`src/scba_pkg.sv`:
```
// Shared types and constants for the size class bitmap block allocator.
`default_nettype none
package scba_pkg;

  localparam int ADDR_W   = 64;
  localparam int PAGES_W  = 16;
  localparam int CLS_W    = 5;
  localparam int STATUS_W = 3;
  localparam int IN_W     = 80;
  localparam int OUT_W    = 72;
  localparam int OUT_PAD  = OUT_W - ADDR_W - STATUS_W;

  typedef enum logic [STATUS_W-1:0] {
    ST_OK         = 3'd0,
    ST_ZERO       = 3'd1,
    ST_TOO_LARGE  = 3'd2,
    ST_FULL       = 3'd3,
    ST_NOT_OWNED  = 3'd4,
    ST_MISALIGNED = 3'd5
  } status_t;

  typedef enum logic {
    MODE_ALLOC = 1'b0,
    MODE_FREE  = 1'b1
  } mode_t;

  typedef enum logic [0:0] {
    REG_AREA_START = 1'b0,
    REG_AREA_BYTES = 1'b1
  } reg_idx_t;

endpackage
`default_nettype wire

```
`src/size_class_bitmap_block_allocator_top.sv`:
```
// Top level of the size class bitmap block allocator.
// An allocation of class c steps through pools 0 to c in states S_GAP, S_COUNT, S_TEST;
// a free stops at the owning pool or tries all pools for an unowned address, and a zero
// or oversized request goes straight to S_DONE. One shared pool-geometry datapath visits
// the pools in turn. One request is in flight at a time; a new one is taken once the
// result is registered. Writing area_bytes starts a division by the pool count that
// holds off input transfers. Synchronous reset clears all bitmaps and both registers.
`default_nettype none
module size_class_bitmap_block_allocator_top
  import scba_pkg::*;
#(
  parameter int POOLS      = 8,
  parameter int BLOCKS     = 64,
  parameter int PAGE_SHIFT = 12
) (
  input  logic              clk,
  input  logic              rst,
  input  logic              s_tvalid,
  output logic              s_tready,
  input  logic [IN_W-1:0]   s_tdata,   // page_count, free_address
  input  logic              s_tuser,   // mode
  output logic              m_tvalid,
  input  logic              m_tready,
  output logic [OUT_W-1:0]  m_tdata,   // block_address, status
  input  logic              cfg_we,
  input  logic [0:0]        cfg_index,
  input  logic [ADDR_W-1:0] cfg_data
);

  localparam int PW = (POOLS > 1) ? $clog2(POOLS) : 1;
  localparam int IW = (BLOCKS > 1) ? $clog2(BLOCKS) : 1;
  localparam int CW = $clog2(BLOCKS + 1);

  typedef enum logic [2:0] {
    S_IDLE,
    S_GAP,
    S_COUNT,
    S_TEST,
    S_DONE
  } state_t;

  state_t            state;
  logic [ADDR_W-1:0] area_start;
  logic [ADDR_W-1:0] share;
  logic              div_start;
  logic              div_busy;

  mode_t             mode_r;
  logic [ADDR_W-1:0] addr_r;
  logic [CLS_W-1:0]  cls;
  logic [PW-1:0]     pool;
  logic [ADDR_W-1:0] start;
  logic [ADDR_W-1:0] gap;
  logic [ADDR_W-1:0] first;
  logic [CW-1:0]     count;
  logic [BLOCKS-1:0] maps [POOLS];

  logic [ADDR_W-1:0] res_addr;
  status_t           res_status;
  logic [ADDR_W-1:0] out_addr;
  status_t           out_status;

  logic [PAGES_W-1:0] page_count;
  logic [ADDR_W-1:0]  free_address;
  logic [PAGES_W-1:0] pm1;
  logic [CLS_W-1:0]   cls_in;
  logic [CLS_W-1:0]   shamt;
  logic [ADDR_W-1:0]  bmask;
  logic [ADDR_W-1:0]  gap_in;
  logic [ADDR_W-1:0]  rem;
  logic [ADDR_W-1:0]  craw;
  logic [CW-1:0]      count_in;
  logic [BLOCKS-1:0]  usable;
  logic [BLOCKS-1:0]  freebits;
  logic [IW-1:0]      low_idx;
  logic [ADDR_W-1:0]  alloc_addr;
  logic [ADDR_W-1:0]  limit;
  logic [ADDR_W-1:0]  off;
  logic [ADDR_W-1:0]  blk;
  logic               owned;
  logic               aligned;
  logic               is_last;
  logic               at_cls;

  assign page_count   = s_tdata[PAGES_W-1:0];
  assign free_address = s_tdata[PAGES_W +: ADDR_W];
  assign div_start    = cfg_we && (cfg_index == REG_AREA_BYTES);
  assign s_tready     = (state == S_IDLE) && !div_busy && !cfg_we;
  assign m_tdata      = {OUT_PAD'(0), out_status, out_addr};

  scba_div #(
    .DIVISOR (POOLS)
  ) u_div (
    .clk      (clk),
    .rst      (rst),
    .start    (div_start),
    .dividend (cfg_data),
    .busy     (div_busy),
    .quotient (share)
  );

  always_comb begin
    pm1    = page_count - PAGES_W'(1);
    cls_in = '0;
    for (int b = 0; b < PAGES_W; b++) begin
      if (pm1[b]) begin
        cls_in = CLS_W'(b + 1);
      end
    end
    if (page_count <= PAGES_W'(1)) begin
      cls_in = '0;
    end
  end

  always_comb begin
    shamt  = CLS_W'(pool) + CLS_W'(PAGE_SHIFT);
    bmask  = (ADDR_W'(1) << shamt) - ADDR_W'(1);
    gap_in = (~start + ADDR_W'(1)) & bmask;
    rem    = share - gap;
    craw   = rem >> shamt;
    if (gap >= share) begin
      count_in = '0;
    end else if (craw > ADDR_W'(BLOCKS)) begin
      count_in = CW'(BLOCKS);
    end else begin
      count_in = craw[CW-1:0];
    end
  end

  always_comb begin
    for (int b = 0; b < BLOCKS; b++) begin
      usable[b] = b < int'(count);
    end
    freebits = ~maps[pool] & usable;
    low_idx  = '0;
    for (int b = BLOCKS - 1; b >= 0; b--) begin
      if (freebits[b]) begin
        low_idx = IW'(b);
      end
    end
    alloc_addr = first + (ADDR_W'(low_idx) << shamt);
    limit      = ADDR_W'(count) << shamt;
    off        = addr_r - first;
    owned      = off < limit;
    aligned    = (off & bmask) == '0;
    blk        = off >> shamt;
    is_last    = pool == PW'(POOLS - 1);
    at_cls     = CLS_W'(pool) == cls;
  end

  always_ff @(posedge clk) begin
    if (rst) begin
      state      <= S_IDLE;
      m_tvalid   <= 1'b0;
      area_start <= '0;
      for (int p = 0; p < POOLS; p++) begin
        maps[p] <= '0;
      end
    end else begin
      if (m_tvalid && m_tready && state != S_DONE) begin
        m_tvalid <= 1'b0;
      end
      if (cfg_we && (cfg_index == REG_AREA_START)) begin
        area_start <= cfg_data;
      end
      unique case (state)
        S_IDLE: begin
          if (s_tvalid && s_tready) begin
            mode_r   <= mode_t'(s_tuser);
            addr_r   <= free_address;
            cls      <= cls_in;
            pool     <= '0;
            start    <= area_start;
            res_addr <= '0;
            if (mode_t'(s_tuser) == MODE_ALLOC && page_count == '0) begin
              res_status <= ST_ZERO;
              state      <= S_DONE;
            end else if (mode_t'(s_tuser) == MODE_ALLOC && cls_in >= CLS_W'(POOLS)) begin
              res_status <= ST_TOO_LARGE;
              state      <= S_DONE;
            end else begin
              state <= S_GAP;
            end
          end
        end
        S_GAP: begin
          gap   <= gap_in;
          state <= S_COUNT;
        end
        S_COUNT: begin
          first <= start + gap;
          count <= count_in;
          state <= S_TEST;
        end
        S_TEST: begin
          if (mode_r == MODE_ALLOC) begin
            if (!at_cls) begin
              pool  <= pool + PW'(1);
              start <= start + share;
              state <= S_GAP;
            end else if (|freebits) begin
              maps[pool][low_idx] <= 1'b1;
              res_addr            <= alloc_addr;
              res_status          <= ST_OK;
              state               <= S_DONE;
            end else begin
              res_status <= ST_FULL;
              state      <= S_DONE;
            end
          end else begin
            if (owned) begin
              if (aligned) begin
                maps[pool][blk[IW-1:0]] <= 1'b0;
                res_status              <= ST_OK;
              end else begin
                res_status <= ST_MISALIGNED;
              end
              state <= S_DONE;
            end else if (is_last) begin
              res_status <= ST_NOT_OWNED;
              state      <= S_DONE;
            end else begin
              pool  <= pool + PW'(1);
              start <= start + share;
              state <= S_GAP;
            end
          end
        end
        S_DONE: begin
          if (!m_tvalid || m_tready) begin
            m_tvalid   <= 1'b1;
            out_addr   <= res_addr;
            out_status <= res_status;
            state      <= S_IDLE;
          end
        end
        default: begin
          state <= S_IDLE;
        end
      endcase
    end
  end

endmodule
`default_nettype wire

```
`src/scba_div.sv`:
```
// Divider that splits the area length by the pool count, one 16-bit digit per cycle.
`default_nettype none
module scba_div
  import scba_pkg::*;
#(
  parameter int DIVISOR = 8
) (
  input  logic              clk,
  input  logic              rst,
  input  logic              start,
  input  logic [ADDR_W-1:0] dividend,
  output logic              busy,
  output logic [ADDR_W-1:0] quotient
);

  localparam int RW  = $clog2(DIVISOR) + 1;
  localparam int DW  = 16;
  localparam int TW  = DW + RW;
  localparam int SH  = TW + RW;
  localparam int MW  = SH + 1;
  localparam int PRW = TW + MW;
  localparam logic [63:0] RECIP = ((64'd1 << SH) + 64'(DIVISOR - 1)) / 64'(DIVISOR);

  logic [RW-1:0]  rem;
  logic [TW-1:0]  trial;
  logic [PRW-1:0] prod;
  logic [DW-1:0]  digit;
  logic [TW-1:0]  back;
  logic [1:0]     cnt;

  assign trial = {rem, quotient[ADDR_W-1 -: DW]};
  assign prod  = PRW'(trial) * PRW'(RECIP[MW-1:0]);
  assign digit = prod[SH +: DW];
  assign back  = trial - TW'(digit) * TW'(DIVISOR);

  always_ff @(posedge clk) begin
    if (rst) begin
      busy     <= 1'b0;
      cnt      <= '0;
      rem      <= '0;
      quotient <= '0;
    end else if (start) begin
      busy     <= 1'b1;
      cnt      <= '0;
      rem      <= '0;
      quotient <= dividend;
    end else if (busy) begin
      rem      <= back[RW-1:0];
      quotient <= {quotient[ADDR_W-DW-1:0], digit};
      cnt      <= cnt + 2'd1;
      if (cnt == 2'd3) begin
        busy <= 1'b0;
      end
    end
  end

endmodule
`default_nettype wire

```
`config.mk`:
```
export PLATFORM = sky130hd
export DESIGN_NAME = size_class_bitmap_block_allocator_top
export DESIGN_NICKNAME = d
export VERILOG_FILES = /design/src/scba_pkg.sv /design/src/size_class_bitmap_block_allocator_top.sv /design/src/scba_div.sv
export SDC_FILE = /design/constraint.sdc
export NUM_CORES = 2
export LEC_CHECK = 0
export BUFFER_PORTS_ARGS = -buffer_cell sky130_fd_sc_hd__buf_2
export CAP_MARGIN = 20
export CORE_MARGIN = 3
export CORE_UTILIZATION = 52
export DETAILED_ROUTE_END_ITERATION = 16
export GPL_TIMING_DRIVEN = 0
export HOLD_SLACK_MARGIN = 0.15
export PLACE_DENSITY = 0.75
export SLEW_MARGIN = 10
export SYNTH_ARGS = -nofsm -noshare
export SYNTH_HDL_FRONTEND = slang
export SYNTH_SLANG_ARGS = --single-unit
export TNS_END_PERCENT = 20
```
`constraint.sdc`:
```
create_clock -name clk -period 21.2 [get_ports clk]
set_input_delay 2.12 -clock clk [delete_from_list [all_inputs] [get_ports clk]]
set_output_delay 2.12 -clock clk [all_outputs]
set_load 0.1 [all_outputs]
```
Word level (Yosys, flattened, before mapping) --
Memories as Yosys holds them, arrays and structs flattened. A register that Yosys moved wholly into a read port is not among the register bits. Index checks and enable logic that the tools add are counted.
Cells by class: order comparisons 73, equal/unequal tests 19, $add $sub $neg 12, bitwise operators 72, shift-type cells 5, reduce and logical (&&, ||, !) cells 32, muxes and demuxes 212
Operators by type and width (count):
- 2-to-1 mux 64 bit | 15
- 2-to-1 mux 6 bit | 64
- one-hot mux 64 bit (2 select lines) | 2
- < comparator 6 x 7 -> 1 bit, first input constant | 32
- adder 64 bit | 3
- AND 64 bit | 3
- NOT 64 bit | 2
- OR reduction 64 bit | 2
- subtractor 64 bit | 2
- < comparator 5 x 7 -> 1 bit, first input constant | 16
- 2-to-1 mux 1 bit | 85
- 2-to-1 mux 5 bit | 15
- 2-to-1 mux 3 bit | 23
- adder 64 x 1 -> 64 bit, second input constant | 1
- >= comparator 64 bit | 1
- > comparator 64 x 7 -> 1 bit, second input constant | 1
- zero test 64 bit | 1
- < comparator 64 bit | 1
- bitwise OR 1 bit | 64
- left shift 1 x 5 -> 64 bit, first input constant | 1
- left shift 6 x 5 -> 64 bit | 1
- left shift 7 x 5 -> 64 bit | 1
- >> shifter 64 x 5 -> 6 bit | 1
- >> shifter 64 x 5 -> 64 bit | 1
- other kinds (40) | 87
Storage, ports and cells: word-level logic and storage cells 446, register bits 544, memories 1, bits of input ports 151, output and inout port bits 74, RAM bits 512
Memories:
- maps | depth 8, width 64, rd ports 1, clocked after Yosys merged registers in 1, write ports 8, line size_class_bitmap_block_allocator_top.sv:56 | logic [BLOCKS-1:0] maps [POOLS];

Logic depth before layout (Yosys ltp) --
depth in word-level cells 74, gate-level depth with buffers 34

Modules after synthesis --
A second synthesis with hierarchy kept.
Unflattened totals: cell total of the unflattened synthesis 7379, area total of the unflattened synthesis 70931.8 sq um
Modules (own cells, without submodules):
- size_class_bitmap_block_allocator_top | cells each 7060, instances 1, sequential area each 28987.8 sq um, area an instance 67288.3 sq um
- scba_div | cells each 319, instances 1, sequential area each 1401.3 sq um, area an instance 3643.5 sq um

Worst setup path before layout --
OpenSTA, ideal clock, no wires.
path kind input to register, start input port rst, end register count[0] (enable), slack 10.488 ns, library setup time 0.700 ns, path buffers 3, required time 20.500 ns, arrival time 10.011 ns, stages 4, path through clkbuf_1 clkbuf_1 clkbuf_1 nor4b_1
Between the ends: cells in the longest elaborated chain, start to end 2
Ends and longest elaborated chain:
- start: declaration | line size_class_bitmap_block_allocator_top.sv:17 | input logic rst,
- NOT 1 bit (no line)
- AND reduction 2 bit (no line)
- end signal: assignment | line size_class_bitmap_block_allocator_top.sv:192 | count <= count_in;
- end: declaration | line size_class_bitmap_block_allocator_top.sv:55 | logic [CW-1:0] count;
Every way passes these cells. A chain may end at the register's enable or synchronous reset.

==> metrics.txt <==
outcome=finished with violations; failing checks=max-capacitance violations, max-slew violations; Hold Vio Cnt, Final=0; largest net degree at the start of global routing=between 40 and 50; Initial Utilization=0.526; first-pass GRT wire length=a little over 400000 um; Mapped Area=~70000 um2; total CTS buffers=around 120; WHS Path Cells=0; worst clock skew=~0.053 ns; largest family of logic cells by synthesized area=compound AO/OA/AOI/OAI gates; Peak supply drop=0.0000693 V; GRT Residual Overflow=0; worst reg2reg path depth=31; metal2 WL=between 100000 and 150000 um; Fill cells=about 12000; YS warnings=0; vias in the first global route=59500; RSZ-0062 raised after global routing=no; Final Cycle Share=0.550; Post-synth EDFFs=approximately 920; area delta synth->final=11.4%; Hold-fix buffers, CTS=0; CP endpoint kind=flop; Max Cap Viol=1; final setup TNS=0 ns; compound-gate portion of the synthesized area=0.207; Placed Cells=9093; syn avg cell area=~10 um2; antenna violations before repair=25; critical path data required time=between 20 and 25 ns; FMAX=~86 MHz; post-layout util=0.586; Max Buffers Root-to-Sink=3; Buf/Inv on CP=6; Post-Synth Adder-Cell Area=0.0631; number of core rows=133; commonest cells after routing, fill and taps aside=1070 x nor2_1, 918 x edfxtp_1, 537 x nand2_1; total core area=132000 um2; remaining antenna violation count=0; initial DRC count=10700; number of port buffers=between 200 and 250; vias post-DR=around 65000; Clk pin slew, worst setup/hold paths=about 0.06 ns; fin area=a little under 80000 um2; Post-Synth XOR/XNOR Area=0.0378; # IOs=225; Synth Area in Simple Gates=0.151; startpoint types=flop; Final min period=11.65 ns; fin cells=between 9000 and 10000; mux contribution to synthesized area=0.0652; Min Hold Slack=0.414 ns; DIE AREA=~140000 um2; post-cts resize count=0; leading cell type in the layout, fill and taps excluded=nor2_1; slowest cell delay on critical path=between 0.8 and 0.9 ns; Die W=roughly 370 um; Placed Area=73500 um2; Crit Path Max Fanout=10; dominant synthesized flop cell=edfxtp_1; routed length on met3=52400 um; Clk Latency, worst-skew pair=~0.81 ns; Crit-path slowest cell=clkbuf_1; routed len/inst=~32 um; slew at the pin closest to its max-slew limit=between 1.5 and 2 ns; Mapped Cells=around 7000; PwrDens=between 70 and 80 nW/um2; Worst EP arrival=12.15 ns; CTS tree=done; ys async rst share=0; Levels on crit path=31; fin nets=between 7000 and 8000; Final Max Slew Viols=3; Setup violations, final=0; GPL Wtd Cong=around 1.1; Rel. slew slack=-0.0183; router iterations before antenna repair=7; H-tree Lvls=3; hpwl dp=~230000 um; Seq cells post-synth=~1100; clk root buf=clkbuf_16; Post-route DRC=0; share of cells above drive strength 1=0.101; CP most frequent cell=o21ai_0; Top Layer Used=met5; Cell variety after synth=~100; register area share after synthesis=0.437; postcts setup bufs=0; cell family with the largest share of critical-path delay=compound AO/OA/AOI/OAI gates; total track usage=0.418; Die Y=372 um; CTS Sinks=roughly 1100; vias per cell=roughly 6.9; critical setup path kind=reg2reg; LEAKAGE=between 0.03 and 0.04 uW; Hold Crit Class=reg2reg; met1 wire length=~110000 um; final wirelength=297000 um
## registers in the layout, indices dropped and copies added (netlist names), 5 cells and up, named ones only
signal,flops
first,64
count,7
res_addr,64
u_div.quotient,64
gap,64
start,64
maps,512
addr_r,64
area_start,64
out_addr,64
cls,5
## per-stage QoR
step	setup slack, ns	total power [uW]
floorplan	10.49	3390
global placement	5.19	3940
detailed placement	10.17	3960
CTS	10.13	6000
global route	9.44	6240
finish	9.55	6120
## per-layer routing
| layer | vias up | GRT usage |
|---|---|---|
| li1 | 27300 | - |
| met3 | 875 | 0.202 |
| met5 | - | 0 |
| met2 | 5201 | 0.565 |
| met4 | 12 | 0.159 |
| met1 | 31500 | 0.573 |
## synthesized netlist by cell type, types with 33 or more instances
library cell,n,area (um2)
nor2b_1,59,369
clkbuf_1,286,1070
o21bai_1,52,390
inv_1,251,942
o211ai_1,51,383
o21ai_0,260,1300
a21oi_1,388,1940
buf_1,42,158
and2_1,37,231
buf_2,74,370
edfxtp_1,918,27600
nand3_1,130,651
a211o_1,528,4620
a211oi_1,136,1020
ha_1,344,4300
xor2_1,111,972
xnor2_1,189,1660
dfxtp_1,141,2820
nand4_1,58,363
nand2_1,537,2020
a31oi_1,49,307
o21a_1,67,503
a21o_1,185,1390
mux4_2,132,2970
mux2i_1,130,1300
nand2b_1,57,357
nor2_1,1070,4020
nor3_1,154,771
and3_1,50,313
nor4_1,33,206
## worst paths after layout
| check | start | to | slack [ns] |
|---|---|---|---|
| max | flop | res_addr[62] | 9.55 |
| min | res_addr[12] | out_addr[12] | 0.41 |
| max reg2reg | flop | res_addr[62] | 9.55 |
| min reg2reg | res_addr[12] | out_addr[12] | 0.41 |
## area by class of cell
| type | count | area [um2] | area share |
|---|---|---|---|
| flip-flops and latches | 1059 | 30400 | 0.392 |
| plain buffers | 420 | 1740 | 0.0225 |
| clock inverters | 71 | 719 | 0.00929 |
| inverters | 253 | 952 | 0.0123 |
| clock buffers | 143 | 3100 | 0.0400 |
| diodes | 19 | 47.5 | 0.000614 |
| multi-input cells | 5354 | 36800 | 0.475 |
| repair buffers | 258 | 1510 | 0.0195 |
| well taps | 1755 | 2200 | 0.0284 |
## kinds of logic after synthesis
group,after synthesis
fa+ha+maj,348
xor+xnor,300
compound gates,2005
flops,1059
mux,285
other cells,2
simple gates,2337
buf+inv,673
## power breakdown
part / leakage (uW) / switching [uW] / internal (uW)
combinational: 0.0193 / 1080 / 493
clock: 0.00186 / 932 / 1160
sequential: 0.0102 / 88.1 / 2370
No activity file was read; power rests on OpenSTA's default activity.
